## src/g16h_pkg.sv

```systemverilog
// Shared types, constants and the bin calculation for the 16-bit grey-level histogram engine.
// Used by the engine top level and the clearing sweep; it depends on nothing else.
`default_nettype none

package g16h_pkg;

  // Store geometry and field widths.
  localparam int unsigned MaxBins   = 1024;
  localparam int unsigned CountBits = 32;
  localparam int unsigned IdxW      = $clog2(MaxBins);
  localparam int unsigned PixW      = 16;
  localparam int unsigned BinsW     = 11;
  localparam int unsigned ProdW     = PixW + BinsW;

  localparam logic [BinsW-1:0] BinsReset = BinsW'(256);
  localparam logic [BinsW-1:0] BinsMax   = BinsW'(MaxBins);

  // Command codes.
  typedef enum logic [1:0] {
    CMD_ACC   = 2'd0,
    CMD_READ  = 2'd1,
    CMD_CLEAR = 2'd2,
    CMD_NOP   = 2'd3
  } cmd_e;

  // One command beat.
  typedef struct packed {
    cmd_e        command;
    logic [15:0] pixel_value;
    logic [9:0]  read_index;
  } cmd_t;

  // One result beat.
  typedef struct packed {
    logic [9:0]  bin_index;
    logic [31:0] bin_count;
    logic [31:0] max_count;
  } result_t;

  // Status and write port of the clearing sweep.
  typedef struct packed {
    logic            busy;
    logic            we;
    logic [IdxW-1:0] addr;
  } clr_t;

  // Bin of a pixel: (pixel * bins) >> 16, with the bin count clamped to 1..MaxBins.
  function automatic logic [IdxW-1:0] bin_of(input logic [PixW-1:0]  pixel,
                                             input logic [BinsW-1:0] bins_cfg);
    logic [BinsW-1:0] eff;
    logic [ProdW-1:0] prod;
    eff = bins_cfg;
    if (bins_cfg == '0) begin
      eff = BinsW'(1);
    end else if (bins_cfg > BinsMax) begin
      eff = BinsMax;
    end
    prod = ProdW'(pixel) * ProdW'(eff);
    return prod[PixW +: IdxW];
  endfunction

endpackage

`default_nettype wire

```

## src/g16h_clear_seq.sv

```systemverilog
// Clearing sweep for the bin store: writes zero to every entry, one per cycle.
// Depends on g16h_pkg for the store depth and the status struct.
`default_nettype none

module g16h_clear_seq (
  input  wire logic          clk_i,
  input  wire logic          rst_ni,
  input  wire logic          clear_req_i,
  output g16h_pkg::clr_t     clr_o
);

  typedef enum logic [1:0] {
    ST_IDLE  = 2'b01,
    ST_SWEEP = 2'b10
  } state_e;

  localparam logic [g16h_pkg::IdxW-1:0] LastAddr = g16h_pkg::IdxW'(g16h_pkg::MaxBins - 1);

  state_e                      state_q, state_d;
  logic [g16h_pkg::IdxW-1:0]   addr_q, addr_d;

  // Next state: a sweep starts at reset and on every clear command.
  always_comb begin
    state_d = state_q;
    addr_d  = addr_q;
    unique case (state_q)
      ST_IDLE: begin
        if (clear_req_i) begin
          state_d = ST_SWEEP;
          addr_d  = '0;
        end
      end
      ST_SWEEP: begin
        addr_d = addr_q + g16h_pkg::IdxW'(1);
        if (addr_q == LastAddr) begin
          state_d = ST_IDLE;
        end
      end
      default: begin
        state_d = ST_SWEEP;
        addr_d  = '0;
      end
    endcase
  end

  always_ff @(posedge clk_i or negedge rst_ni) begin
    if (!rst_ni) begin
      state_q <= ST_SWEEP;
      addr_q  <= '0;
    end else begin
      state_q <= state_d;
      addr_q  <= addr_d;
    end
  end

  assign clr_o.busy = (state_q == ST_SWEEP);
  assign clr_o.we   = (state_q == ST_SWEEP);
  assign clr_o.addr = addr_q;

endmodule

`default_nettype wire

```

## config.mk

```make
export PLATFORM = sky130hd
export DESIGN_NAME = g16h_clear_seq
export DESIGN_NICKNAME = d
export VERILOG_FILES = /design/src/g16h_pkg.sv /design/src/g16h_clear_seq.sv
export SDC_FILE = /design/constraint.sdc
export NUM_CORES = 1
export LEC_CHECK = 0
export BUFFER_PORTS_ARGS = -buffer_cell sky130_fd_sc_hd__clkbuf_2
export CAP_MARGIN = 20
export CELL_PAD_IN_SITES_DETAIL_PLACEMENT = 2
export CELL_PAD_IN_SITES_GLOBAL_PLACEMENT = 2
export CORE_MARGIN = 2
export CORE_UTILIZATION = 31
export DETAILED_ROUTE_END_ITERATION = 8
export PLACE_DENSITY = 0.73
export SYNTH_ARGS = -nofsm -noshare
export SYNTH_HDL_FRONTEND = slang
export SYNTH_SLANG_ARGS = --single-unit
```

## constraint.sdc

```tcl
create_clock -name clk_i -period 1.8 [get_ports clk_i]
set_input_delay 0.09 -clock clk_i [delete_from_list [all_inputs] [get_ports clk_i]]
set_output_delay 0.09 -clock clk_i [all_outputs]
set_load 0.05 [all_outputs]
```

# After elaboration in Yosys (flattened, before gate mapping)

Cells that the tools add are included.

Register bits: 12
Output and inout port bits: 12
Word-level logic and storage cells: 14

$add $sub $neg: 1
Eq/ne operators: 5
Muxes and demuxes: 5
Reductions and logical operators: 1

Operators by type and width:

| kind                    | number |
|---|---|
| $pmux W10 S2            | 1 |
| $add A10 B1 Y10 const B | 1 |
| $eq A10 B10 Y1 const B  | 1 |
| $mux W10                | 1 |
| $mux W2                 | 2 |
| $pmux W2 S2             | 1 |
| $eq A2 B1 Y1 const B    | 1 |
| $eq A2 B2 Y1 const B    | 1 |
| $ne A2 B1 Y1 const B    | 1 |
| $ne A2 B2 Y1 const B    | 1 |
| $reduce_and A2 Y1       | 1 |

# Longest topological paths before layout

Gate-level depths: netlist of the first run.

Word-level depth: 3
Mapped depth: 5
Mapped depth without buffers: 4

# Worst setup path before layout of the first run

OpenSTA, ideal clock, no wires.

Path type: reg-to-reg
From: register addr_q[0] (netlist name)
To: register addr_q[6] (netlist name)
Setup time: 0.082 ns
Arrival: 1.483 ns
Data required time: 1.718 ns
Path slack: 0.235 ns
Stages on the path, launching flop included: 5
Path buffers: 0
Clock period less this slack: 1.565 ns
Cell sequence: dfrtp_1 -> ha_1 -> and4_2 -> a21o_1 -> a31oi_1

Cells in the longest elaborated chain, start to end: 2

RTL lines:

| item                   | RTL line             | RTL |
|---|---|---|
| from (decl)            | g16h_clear_seq.sv:20 | `logic [g16h_pkg::IdxW-1:0] addr_q, addr_d;` |
| from (signal assigned) | g16h_clear_seq.sv:52 | `addr_q <= addr_d;` |
| $add A10 B1 Y10        | g16h_clear_seq.sv:34 | `addr_d = addr_q + g16h_pkg::IdxW'(1);` |
| $pmux W10 S2           | g16h_clear_seq.sv:26 | `unique case (state_q)` |

No other way between the ends.
A chain may end at the register's enable or synchronous reset.

==> results of run 1 <==
worst max-delay path, delay by kind of cell, from the launching register on:
family                 cells  cell delay [ns]
buffers and inverters      2             0.58
DFF                        1             0.56
and+or+nand+nor            1             0.17
path summary, 6_finish.rpt:
path | from | endpoint | slack (ns) | depth (start not counted)
max | state_q[1]$_DFFE_PN1P_ | clr_o[11] | 0.12 | 3
min | rst_ni | addr_q[8]$_DFFE_PN0P_ | 0.23 | 2
max reg2reg | state_q[1]$_DFFE_PN1P_ | addr_q[3]$_DFFE_PN0P_ | 0.28 | 3
min reg2reg | addr_q[8]$_DFFE_PN0P_ | addr_q[8]$_DFFE_PN0P_ | 0.52 | 1
max in group asynchronous | rst_ni | state_q[1]$_DFFE_PN1P_ | 1.28 | 2
min in group clk_i | clear_req_i | addr_q[0]$_DFFE_PN0P_ | 0.25 | 4
kinds of logic (layout without fill, tap and decap cells):
kind of cell | count (synthesis) | after routing | synth area share, %
adders and majority gates | 1 | 1 | 1.915
AOI/OAI and AO/OA | 21 | 21 | 20.88
DFF | 12 | 12 | 46.17
and+or+nand+nor | 25 | 25 | 24.14
buffers and inverters | 8 | 23 | 6.895
layout make-up:
cell class	instances	share of cell area (%)
Sequential cell	12	38.81
Inverter	4	2.415
Tap cell	27	4.348
Multi-Input combinational cell	47	39.45
Clock buffer	4	4.670
Timing Repair Buffer	15	10.31
sequential cells by signal, summed over array words and instances (netlist names):
register and cells:
state_q 2, addr_q 10
cells in the mapped netlist:
master,count,area share (%)
nand3_1,5,3.8
o211ai_1,2,2.3
ha_1,1,1.9
or3b_1,1,1.3
o22ai_1,2,1.9
nand4_1,2,1.9
and3_1,1,0.96
buf_6,1,1.7
nand4_2,1,1.9
or4_1,1,1.1
o21a_1,1,1.1
a21oi_1,2,1.5
o31a_1,1,1.3
o21ai_0,5,3.8
a21o_1,1,1.1
a31oi_1,5,4.8
nor3b_1,2,2.3
dfstp_2,1,4.0
and4_1,1,1.3
nand2_1,7,4.0
inv_1,4,2.3
and2b_2,1,1.3
clkbuf_1,1,0.57
a22o_1,1,1.3
buf_4,2,2.3
and4_2,2,3.1
a22o_2,1,1.5
nand2b_1,1,0.96
dfrtp_1,11,42
power by group through the flow:
stage / Sequential (W) / Clock [W] / Combinational (W)
floorplan: 0.000765 / 0 / 0.000175
CTS: 0.000508 / 0.000229 / 0.000606
detailed placement: 0.000514 / 0 / 0.000601
global route: 0.000536 / 0.000239 / 0.000640
finish: 0.000506 / 0.000220 / 0.000596
global placement: 0.000507 / 0 / 0.000591
cell usage in the layout, fill, tap and decap left out, drive strengths merged, types with 2 or more instances in the layout:
cell type and count:
a21oi 2, o211ai 2, clkbuf 18, nand2 7
o22ai 2, o21ai 5, inv 3, nand3 5
a31oi 5, a22o 2, and4 3, nand4 3
dfrtp 11, nor3b 2
what timing repair did:
action,4_1_cts,5_1_grt
hold buffers,1,0
hold endpoints to repair,12,0
gates resized for setup,1,0
endpoints found under the setup margin,2,0
layer usage:
layer / up-vias / share of wire (%)
met5: - / 0
met4: 0 / 2.0
met3: 4 / 3.2
met2: 12 / 51
met1: 305 / 44
li1: 283 / -
metrics by stage:
step	power (W)	hold slack, ns	instance area [um^2]
3_3_place_gp	0.001098	-0.001213	726.9
4_1_cts	0.001343	0.2429	777.0
3_5_place_dp	0.001115	0.007904	726.9
5_1_grt	0.001415	0.2824	777.0
6_report	0.001323	0.2276	777.0
2_1_floorplan	0.0009406	-0.2056	653.1
==> run_results.csv, run 1 <==
group,metric,value,unit
run_status,outcome,"completed",
cts,cts_tree,"yes",
layout,antenna_cells,0,
timing,maxSlewViolCount,0,
layout,fin_util,39.20,%
power_and_ir_drop,swShare,51.42,%
power_and_ir_drop,power.switching,0.0006804,W
global_route,top_usage_layer,"met2",
cts,cts_root_buffer,"clkbuf_4",
floorplan,core,1982,um^2
floorplan,ios,15,
global_route,grt_usage,17.30,%
detailed_routing,drtIter0Drc,2,
power_and_ir_drop,p_leak,0.3545,nW
layout,finalNonFillerCells,109,
timing,period_needed,1.684,ns
floorplan,die_w,49.90,um
layout,drive_gt1_share,30.49,%
layout,fill_cells,227,
global_route,grt_pass1_vias,645,
timing,final_hold_viol_count,0,
detailed_routing,drt_pass1_iterations,2,
synthesis,ys.warnings.count,0,
setup_path,critPathLaunchType,"flip-flop",
layout,syn2layout_area_growth,18.97,%
setup_path,max_stage_delay,0.56,ns
timing,tightest_slew,0.9630,ns
detailed_routing,route.detailed.drc,0,
global_route,use_met2,28.44,%
timing,setup_viol,0,
timing,max_freq,593.9,MHz
global_route,grt_start_max_net_pins,15,
setup_path,crit_chain,"nand2b_1 -> clkinvlp_4 -> clkbuf_2",
synthesis,ys_types,29,
detailed_routing,vias,604,
floorplan,start_util,32.95,%
layout,multi_input_area,306.5,um^2
floorplan,die_y,49.90,um
cts,cts_buffers,3,
cts,clkLatencyLatePin,0.28,ns
detailed_routing,avgRoutedWirePerCell,16.53,um
cts,postCtsSetupBuffers,0,
place,place.port_buffers,14,
layout,fin_nets,87,
cts,clock-sinks,12,
timing,clock_skew,0.008676,ns
power_and_ir_drop,combPwrFrac,45.1,%
synthesis,synth_seq_area_share,46.17,%
timing,maxSlewHeadroom,35.66,%
flow_run,cap_violations,0,
synthesis,syn_area,653.1,um^2
min_path,hp-class,"input port to asynchronous set/reset pin",
cts,clockBufferDepth,2,
floorplan,rows,16,
power_and_ir_drop,cellPowerDensity,1703,nW/um^2
layout,seqCellArea,301.5,um^2
timing,grt_setup_unrepaired,"false",
power_and_ir_drop,p_int,0.0006427,W
setup_path,path_max_fanout,14,
timing,setup_ws,0.1163,ns
synthesis,synth-seq-cells,12,
place,dp_hpwl,1304,um
synthesis,synth_nets,71,
setup_path,crit_type,"flip-flop to output pin",
timing,period_share,93.54,%
cts,path_clk_slew,0.09,ns
place,pre_cts_slack,0.2427,ns
global_route,met3_usage,3.030,%
synthesis,synth_cells,67,
power_and_ir_drop,seq_power_share,38.3,%
setup_path,cp_slowest_cell,"dfstp_2",
place,dp.cells,104,
global_route,antenna_found_initial,0,
synthesis,syn_avg_cell_area,9.748,um^2
cts,htree_levels,1,
setup_path,worst_ep_arrival_time,1.59,ns
power_and_ir_drop,pwr-share-clk,16.7,%
detailed_routing,detail-route-antenna-nets,0,
power_and_ir_drop,peakVddDrop,0.7074,mV
global_route,grt_pass1_wl,3208,um
setup_path,crit_required,1.71,ns
setup_path,end_kind,"output pin",
detailed_routing,finalWirelength,1802,um
global_route,grt_overflow_total,0,
detailed_routing,routed_via_density,5.541,
floorplan,die_area,2490,um^2
global_route,grtUsageMet1,21.72,%
place,gp_congestion,0.8099,
timing,setup_tns,0,ns
Power figures use the tool's default switching activity.
==> run 2, diff against run 1 <==
--- a/config.mk
+++ b/config.mk
@@ -5,14 +5,15 @@
 export SDC_FILE = /design/constraint.sdc
 export NUM_CORES = 1
 export LEC_CHECK = 0
+export ABC_AREA = 1
 export BUFFER_PORTS_ARGS = -buffer_cell sky130_fd_sc_hd__clkbuf_2
 export CAP_MARGIN = 20
 export CELL_PAD_IN_SITES_DETAIL_PLACEMENT = 2
 export CELL_PAD_IN_SITES_GLOBAL_PLACEMENT = 2
 export CORE_MARGIN = 2
-export CORE_UTILIZATION = 31
+export CORE_UTILIZATION = 28
 export DETAILED_ROUTE_END_ITERATION = 8
-export PLACE_DENSITY = 0.73
+export PLACE_DENSITY = 0.72
 export SYNTH_ARGS = -nofsm -noshare
 export SYNTH_HDL_FRONTEND = slang
 export SYNTH_SLANG_ARGS = --single-unit
==> run_results.csv, run 2 <==
group,metric,value,unit
run_status,outcome,"completed",
cts,clkLatencyLatePin,0.27,ns
layout,seqCellArea,301.5,um^2
cts,cts_repair_resize_count,0,
detailed_routing,finalWirelength,1992,um
floorplan,core,2276,um^2
layout,syn2layout_area_growth,19.78,%
place,dp_hpwl,1505,um
global_route,grt_usage,16.73,%
detailed_routing,routed_via_density,4.820,
synthesis,ys.warnings.count,0,
timing,tightest_slew,0.4725,ns
layout,fill_cells,283,
floorplan,rows,17,
layout,final_common_cell,"nand2_1",
floorplan,ios,15,
floorplan,die_area,2875,um^2
synthesis,ys_types,19,
synthesis,syn_avg_cell_area,7.334,um^2
min_path,hp-class,"input port to flip-flop",
synthesis,synth_seq_area_share,43.74,%
place,gp_congestion,0.7586,
setup_path,critPathLaunchType,"flip-flop",
synthesis,synthSimpleGateAreaFrac,38.84,%
timing,max_freq,635.2,MHz
floorplan,die_y,53.62,um
setup_path,crit_type,"flip-flop to output pin",
timing,maxSlewHeadroom,68.40,%
layout,regMostFlops,"addr_q",
setup_path,path_max_fanout,10,
cts,clockBufferDepth,2,
cts,path_clk_slew,0.08,ns
layout,multi_input_area,324.1,um^2
setup_path,end_kind,"output pin",
global_route,grt_pass1_vias,689,
setup_path,worst_ep_arrival_time,1.48,ns
power_and_ir_drop,cellPowerDensity,1859,nW/um^2
setup_path,max_stage_delay,0.57,ns
synthesis,synthFlopType,"dfrtp_1",
timing,period_needed,1.574,ns
synthesis,synth-seq-cells,12,
detailed_routing,drtIter0Drc,5,
synthesis,synthMuxAreaShare,0,%
synthesis,synth_top_family_by_area,"simple AND/OR/NAND/NOR gates",
timing,setup_tns,0,ns
layout,fin_nets,116,
min_path,min_from,"clear_req_i",
layout,top_regs,"addr_q (10), state_q (2)",
synthesis,synth_cells,94,
layout,final_cell_mix,"nand2_1, clkbuf_2, nand3_1, dfrtp_1, inv_1",
timing,period_share,87.46,%
synthesis,ys_top_cells_by_area,"dfrtp_1, nand2_1, nand3_1",
synthesis,synth_area_leader_cell,"dfrtp_1",
cts,cts_root_buffer,"clkbuf_4",
detailed_routing,avgRoutedWirePerCell,14.33,um
power_and_ir_drop,power,0.001535,W
detailed_routing,drt_pass1_iterations,2,
cts,htree_levels,1,
setup_path,cp_slowest_cell,"dfstp_2",
setup_path,worstSetupStartpoint,"state_q[1]$_DFFE_PN1P_",
power_and_ir_drop,peakVddDrop,0.9240,mV
layout,antenna_cells,0,
timing,final_hold_viol_count,0,
detailed_routing,vias,670,
synthesis,synth-xor-area-share,0,%
synthesis,synth_compound_gate_area_share,6.352,%
setup_path,crit_required,1.71,ns
synthesis,async_flop_share,100.0,%
detailed_routing,route.detailed.drc,0,
global_route,antenna_found_initial,0,
floorplan,start_util,30.29,%
synthesis,synth_edf_count,0,
layout,drive_gt1_share,26.13,%
setup_path,r2r_start,"addr_q[0]$_DFFE_PN0P_",
timing,grt_setup_unrepaired,"false",
synthesis,yosysTopAreaCellShare,39.93,%
floorplan,die_w,53.62,um
synthesis,synth_nets,98,
layout,largest_reg_flops,10,
synthesis,yosys.area_share.adder,1.815,%
cts,clock-sinks,12,
synthesis,syn_area,689.4,um^2
global_route,grt_overflow_total,0,
flow_run,cap_violations,0,
synthesis,synthTopCellsByCount,"nand2_1, dfrtp_1, nand3_1",
global_route,grt_pass1_wl,3270,um
synthesis,synth.most_common_cell,"nand2_1",
global_route,grt_start_max_net_pins,13,
power_and_ir_drop,p_leak,0.4369,nW
timing,clock_skew,0.0003611,ns
timing,maxSlewViolCount,0,
timing,setup_viol,0,
setup_path,crit_chain,"nand2_1 -> inv_2 -> clkbuf_2",
place,place.port_buffers,14,
detailed_routing,detail-route-antenna-nets,0,
cts,cts_buffers,3,
cts,cts_tree,"yes",
-- run 2: cell types whose count changed after synthesis, sizes merged, moves of 2 or more --
cell / delta
inv: +9
nand2: +27
and4: -3
nor3b: -2
nand3: +7
nand4: -2
o22ai: -2
o211ai: -2
nor2: +10
a31oi: -5
-- run 2: cells by family after synthesis --
group                    Yosys count
buffers and inverters             15
flip-flops                        12
AND/OR/NAND/NOR                   58
AO/OA/AOI/OAI                      8
adder cells (fa/ha/maj)            1
-- run 2: final timing paths --
kind | to | slack [ns] | depth (start not counted)
max in group asynchronous | state_q[1]$_DFFE_PN1P_ | 1.26 | 2
min | addr_q[7]$_DFFE_PN0P_ | 0.15 | 4
min reg2reg | addr_q[8]$_DFFE_PN0P_ | 0.56 | 2
max reg2reg | addr_q[8]$_DFFE_PN0P_ | 0.45 | 6
max | clr_o[10] | 0.23 | 3
min in group asynchronous | addr_q[4]$_DFFE_PN0P_ | 0.24 | 2
-- run 2: repair_timing --
| item | CTS | global route |
|---|---|---|
| buffers inserted | 0 | 0 |
| hold buffers | 1 | 0 |
| hold endpoints to repair | 12 | 0 |
-- run 2: critical path: cells and delay by family, from the launching register on --
| kind | cells | cell delay [ns] |
|---|---|---|
| buffers and inverters | 2 | 0.50 |
| AND/OR/NAND/NOR | 1 | 0.14 |
| flip-flops | 1 | 0.57 |
-- run 2: layer usage --
| layer | wire (um) | vias to the layer above | part of all wire (%) | track usage (%) |
|---|---|---|---|---|
| li1 | - | 330 | - | - |
| met1 | 917 | 326 | 46 | 21.86 |
| met2 | 990 | 10 | 50 | 27.16 |
| met3 | 60 | 4 | 3.0 | 3.333 |
| met4 | 24 | 0 | 1.2 | 6.410 |
| met5 | 0 | - | 0 | 0 |
-- run 2: cell type report --
type | instances | area share [%]
Clock buffer | 4 | 4.394
Inverter | 13 | 5.909
Multi-Input combinational cell | 67 | 39.24
Sequential cell | 12 | 36.52
Tap cell | 28 | 4.242
Timing Repair Buffer | 15 | 9.697
-- run 2: per-stage QoR --
| stage | area [um^2] | cells | setup slack (ns) | hold WS, ns | util, % |
|---|---|---|---|---|---|
| 5_1_grt | 825.8 | 139 | 0.1193 | 0.1637 | 36.28 |
| 3_5_place_dp | 779.5 | 134 | 0.4641 | 0.005074 | 34.25 |
| 3_3_place_gp | 779.5 | 134 | 0.5276 | 0.003633 | 34.25 |
| 6_report | 825.8 | 139 | 0.2258 | 0.1451 | 36.28 |
| 4_1_cts | 825.8 | 139 | 0.2073 | 0.1451 | 36.28 |
| 2_1_floorplan | 689.4 | 94 | 0.2109 | -0.2056 | - |
-- run 2: report_power, final --
part	switching (W)	internal, W	total [W]
combinational	0.000601	0.000195	0.000796
sequential	0.000153	0.000364	0.000517
clock	0.0000993	0.000123	0.000222
